[config.mk]
export PLATFORM = sky130hd
export DESIGN_NAME = caas_cfg
export DESIGN_NICKNAME = d
export VERILOG_FILES = /design/src/hw/rtl/assert_macros.svh /design/src/hw/rtl/caas_pkg.sv /design/src/hw/rtl/caas_cfg.sv
export SDC_FILE = /design/constraint.sdc
export NUM_CORES = 1
export LEC_CHECK = 0
export ABC_AREA = 1
export BUFFER_PORTS_ARGS = -buffer_cell sky130_fd_sc_hd__buf_2
export CAP_MARGIN = 20
export CORE_UTILIZATION = 27
export DETAILED_ROUTE_END_ITERATION = 6
export SETUP_SLACK_MARGIN = 0.3
export SLEW_MARGIN = 10
export SYNTH_ARGS = -nofsm -noshare
export SYNTH_HDL_FRONTEND = slang
export SYNTH_SLANG_ARGS = --single-unit
[constraint.sdc]
create_clock -name clk -period 1.6 [get_ports clk]
set_clock_uncertainty 0.05 [all_clocks]
set_input_delay 0.32 -clock clk [delete_from_list [all_inputs] [get_ports clk]]
set_output_delay 0.32 -clock clk [all_outputs]
set_load 0.01 [all_outputs]
[src/hw/rtl/assert_macros.svh]
// Assertion macros used by the top level of the axis step core.
`ifndef ASSERT_MACROS_SVH
`define ASSERT_MACROS_SVH

// Implication checked at every rising edge, off while reset is active.
`define CAAS_ASSERT_IMPLY(label, clk, rst_n, ante, cons) \
	label: assert property (@(posedge clk) disable iff (!(rst_n)) (ante) |-> (cons)) \
		else $error("caas: implication check failed");

// Condition that must never hold while out of reset.
`define CAAS_ASSERT_NEVER(label, clk, rst_n, cond) \
	label: assert property (@(posedge clk) disable iff (!(rst_n)) !(cond)) \
		else $error("caas: forbidden condition seen");

`endif

[src/hw/rtl/caas_pkg.sv]
// Types, widths and a helper function shared by the axis step core.
package caas_pkg;

	localparam int AXIS_W = 3;
	localparam int Q_W    = 32;
	localparam int GAIN_W = 20;
	localparam int COEF_W = 60;
	localparam int DT_W   = 24;

	localparam logic [DT_W-1:0]   DT_RESET   = 24'd16777;
	localparam logic [AXIS_W-1:0] TRANS_AXES = 3'd3;

	localparam logic signed [63:0] Q_MAX = 64'sd2147483647;
	localparam logic signed [63:0] Q_MIN = -64'sd2147483648;

	typedef struct packed {
		logic signed [GAIN_W-1:0] stiffness;
		logic signed [GAIN_W-1:0] damping;
		logic signed [GAIN_W-1:0] force_gain;
	} caas_gain_t;

	typedef struct packed {
		logic signed [Q_W-1:0] value;
		logic                  clipped;
	} caas_clip_t;

	// Clamp a wide signed value into Q16.16 and flag the clip.
	function automatic caas_clip_t clip_q(input logic signed [63:0] x);
		caas_clip_t r;
		if (x > Q_MAX) begin
			r.value   = Q_MAX[Q_W-1:0];
			r.clipped = 1'b1;
		end else if (x < Q_MIN) begin
			r.value   = Q_MIN[Q_W-1:0];
			r.clipped = 1'b1;
		end else begin
			r.value   = x[Q_W-1:0];
			r.clipped = 1'b0;
		end
		return r;
	endfunction

endpackage

[src/hw/rtl/caas_cfg.sv]
// Coefficient and step period registers with per-axis gain selection.
module caas_cfg #(
	parameter int NUM_AXES = 6
) (
	input  logic                               clk,
	input  logic                               arst_n,
	input  logic                               wr_en,
	input  logic [$clog2(NUM_AXES+1)-1:0]      wr_index,
	input  logic [caas_pkg::COEF_W-1:0]        wr_data,
	input  logic [caas_pkg::AXIS_W-1:0]        axis,
	output caas_pkg::caas_gain_t               gain,
	output logic [caas_pkg::DT_W-1:0]          dt
);

	localparam int IDX_W = $clog2(NUM_AXES + 1);

	logic [caas_pkg::COEF_W-1:0] coef_q [NUM_AXES];
	logic [caas_pkg::DT_W-1:0]   dt_q;
	logic [caas_pkg::COEF_W-1:0] sel;

	always_ff @(posedge clk or negedge arst_n) begin
		if (!arst_n) begin
			for (int i = 0; i < NUM_AXES; i++) begin
				coef_q[i] <= '0;
			end
			dt_q <= caas_pkg::DT_RESET;
		end else if (wr_en) begin
			for (int i = 0; i < NUM_AXES; i++) begin
				if (wr_index == IDX_W'(i)) begin
					coef_q[i] <= wr_data;
				end
			end
			if (wr_index == IDX_W'(NUM_AXES)) begin
				dt_q <= wr_data[caas_pkg::DT_W-1:0];
			end
		end
	end

	// Axis without a register reads as all-zero gains.
	always_comb begin
		sel = '0;
		for (int i = 0; i < NUM_AXES; i++) begin
			if (int'(axis) == i) begin
				sel = coef_q[i];
			end
		end
	end

	assign gain.stiffness  = $signed(sel[59:40]);
	assign gain.damping    = $signed(sel[39:20]);
	assign gain.force_gain = $signed(sel[19:0]);
	assign dt              = dt_q;

endmodule

* Yosys cells after proc, flatten, opt, wreduce, memory -nomap -nowiden
Cells that the tools add are included.
Storage, ports and cells: register bits 384, RAM bits 0, memories kept 0, bits in latches 0, bits in read-only memories 0, bits of input ports 69, logic and storage cells 33
Cells by class: multiply operators 0, add/sub/neg operators 0, eq/ne operators 11, div/mod/pow operators 0, shift-type cells 0, reduce and logical (&&, ||, !) cells 9, order comparisons 0, multiplexer cells 6, bitwise operators 0
Operator list (number):
- 60-bit two-way mux | 6
- 3-bit equality test, second input constant | 7
- 2-bit AND reduction | 7
- 3-bit by 2-bit equality test with 1-bit output, second input constant | 3
- 3-bit zero test | 2
- 3-bit by 1-bit equality test with 1-bit output, second input constant | 1

* Depth between registers and ports, before layout
depth after elaboration 7, gate-level depth with buffers 7, depth with buffers taken out 5

* Least setup slack after synthesis
No wires, ideal clock.
kind input to output, start input port axis[1] (netlist bit), end output port gain[0] (netlist bit), slack 0.038 ns, buffers on the path 2, stages 5, arrival time 1.192 ns, cell sequence buf_4 > nor3_4 > clkbuf_1 > nand2_1 > nand4_1
RTL lines:
- start: declaration | RTL line caas_cfg.sv:10 | input logic [caas_pkg::AXIS_W-1:0] axis,
- end: declaration | RTL line caas_cfg.sv:11 | output caas_pkg::caas_gain_t gain,

==> flow_summary.ini <==
[outcome]
outcome = complete, but fails checks
violations = negative setup slack

[hold_path]
hold_start = wr_data[37]
min_path_type = input port to flip-flop
holdPathStages = 3

[global_routing]
grt_use_total_pct = 16.39
grt_start_max_net_pins = 68
grt_pass1_vias = 14180
grt_pass1_wl_mm = 81.18
grt_overflow = 0
grt_antenna_before_repair = 1

[power_and_ir_drop]
p_int_w = 0.01913
p_comb_share_pct = 16.5
p_clk_share_pct = 36.2
switching_share_pct = 28.15
leakage_nw = 10.76
vdd_drop_max_mv = 0.6947
p_switching_w = 0.007495
seq_power_share_pct = 47.3
p_per_area_nw_per_um2 = 1225

[critical_path]
crit_type = flip-flop to output port
startpoint = coef_q[242]
start_kind = flip-flop
r2r-start = dt[23]
arrival_ns = 1.63
required_ns = 1.23
cp-end-kind = output port
reg2regPathDepth = 4
path_max_fanout = 2

[timing]
tightest_slew_ns = 0.3853
fin_ws_ns = -0.3984
setup_viol = 60
final_max_slew_viol_count = 0
rsz0062_at_grt = true
whs_ns = 0.03858
hold_viol_final = 0
maxSlewHeadroom_pct = 74.31
fin_crit_sh_pct = 124.9
fin_crit_ns = 1.998
fmax_mhz = 500.4

[floorplanning]
die_height_um = 250.7
die_w_um = 250.7
initial_core_util_pct = 27.52
row_count = 90
die_area_um2 = 62860
core_um2 = 60700
boundaryPins = 153

[synthesis]
synth_cell_type_count = 18
netlist_area_um2 = 16700
yosys.area.top_type = dfrtp_1
ys_ff_latch = 384
ys_seq_area_share_pct = 57.57
synthCells = 1976
ys.flop_type = dfrtp_1
synth_top_area_share_pct = 56.78
synth_fp_nets = 2045
synth_top_cells_by_area = dfrtp_1, nand2_1, o21ai_0
avgSynthCellArea_um2 = 8.453
yosys_warnings = 0
async_flop_share_pct = 100.0
synth_edf_count = 0

[route]
drt_wl_total_mm = 52.20
drtIter0Drc = 1133
dr_total_vias = 14320
wire_per_inst_um = 17.46
avgViaCountPerCell = 4.791
ant_nets = 0
drc = 0
dr.pass1.iters = 5

[finish]
fin_util_pct = 35.82
fin_area_um2 = 21740
diodes = 0
syn_to_final_growth_pct = 30.17
instances_no_fill = 2989
nets = 2249
drive_gt1_share_pct = 20.39

[place]
dp_cells = 2858
pre_cts_ws_ns = -0.4871
dp_hpwl_mm = 32.95
gp_congestion = 0.7799
dpl-instance-area_um2 = 19050
io_buffers = 152

[cts]
cts_root_buffer = clkbuf_16
ctsHtreeMaxLevel = 2
clk_pin_slew_worst_paths_ns = 0.06
clockBufferDepth = 3
cts.sinks = 384
cts_buffers = 44
cts_tree = yes
insertion_delay_ns = 0.55

[flow_run]
cap_violations = 0
[power by group through the flow]
stage / registers (W) / logic, W / clock network, W
after floorplan: 0.0125 / 0.00230 / 0
after global placement: 0.0126 / 0.00382 / 0
after detailed placement: 0.0127 / 0.00396 / 0
after CTS: 0.0125 / 0.00427 / 0.00990
after global routing: 0.0128 / 0.00501 / 0.0103
final: 0.0126 / 0.00438 / 0.00964
[repair_timing]
action | in CTS | in global routing
resized for setup | 101 | 67
setup buffers | 26 | 16
endpoints found under the hold margin | 220 | 0
endpoints found under the setup margin | 84 | 84
pin swaps | 40 | 31
hold buffers | 1 | 0
cloned | 9 | 6
[critical path, stage by stage (launching register included)]
cell and delay, ns:
dfrtp_1 0.38, nand4_1 0.09, nand2_1 0.07, nor2_2 0.10, nand4_1 0.21, buf_2 0.22
[kinds of logic after synthesis]
logic type,count (synthesis),synth area share (%)
buffers and inverters,267,7.259
AO/OA/AOI/OAI,384,11.51
AND/OR/NAND/NOR,941,23.66
flip-flops,384,57.57
[registers in the layout, summed over array words and instances (netlist names)]
signal / flops
dt: 24
coef_q: 360
[final cells by class]
type / instances / area (µm²)
Inverter: 127 / 491.7
Sequential cell: 384 / 9615
Timing Repair Buffer: 298 / 3055
Clock inverter: 9 / 88.84
Fill cell: 6065 / 38950
Multi-Input combinational cell: 1325 / 6232
Tap cell: 782 / 978.4
Clock buffer: 64 / 1279
[path summary, 6_finish.rpt]
kind                          endpoint  slack, ns
max                            gain[2]      -0.40
max in group asynchronous  coef_q[354]       0.67
min in group asynchronous  coef_q[282]       0.14
max reg2reg                     dt[23]       0.65
min                        coef_q[157]       0.04
min reg2reg                coef_q[143]       0.43
[through the flow]
stage          power (W)  TNS [ns]
2_1_floorplan    0.01478         0
3_3_place_gp     0.01640    -24.03
3_5_place_dp     0.01662    -25.02
4_1_cts          0.02671    -18.12
5_1_grt          0.02808    -22.76
6_report         0.02663    -18.37
[placed cells by master, fill, tap and decap left out, types with 2 or more instances in the layout]
| cell | instances |
|---|---|
| o21ai_1 | 3 |
| inv_1 | 124 |
| clkinv_2 | 4 |
| buf_16 | 9 |
| nand3_4 | 2 |
| clkbuf_1 | 12 |
| nand2_2 | 28 |
| nor3_4 | 3 |
| dfstp_2 | 5 |
| clkbuf_8 | 6 |
| buf_4 | 60 |
| nand2_4 | 26 |
| buf_12 | 58 |
| buf_6 | 28 |
| nand4_1 | 120 |
| clkinvlp_4 | 3 |
| o21ai_0 | 381 |
| buf_2 | 130 |
| nand2_1 | 577 |
| nand3_2 | 2 |
| nand3_1 | 58 |
| buf_8 | 8 |
| nor2_2 | 22 |
| clkbuf_16 | 50 |
| dfrtp_1 | 379 |
| nor2_1 | 102 |
[routing by layer]
layer  vias to the layer above  track usage (%)  wire length (µm)
met5                         -                0                 0
met4                         0            4.224               797
met3                        65            3.492              3119
met2                       410            26.52             24420
met1                      7001            22.18             23860
li1                       6845                -                 -
[synth_stat cells, types with 4 or more instances]
| cell | count |
|---|---|
| buf_6 | 16 |
| buf_2 | 58 |
| buf_1 | 4 |
| clkbuf_1 | 58 |
| nand3_1 | 62 |
| buf_4 | 4 |
| dfrtp_1 | 379 |
| o21ai_0 | 381 |
| nand2_1 | 631 |
| inv_1 | 124 |
| nor2_1 | 123 |
| dfstp_2 | 5 |
| nand4_1 | 120 |
No activity file was read; power rests on OpenSTA's default activity.
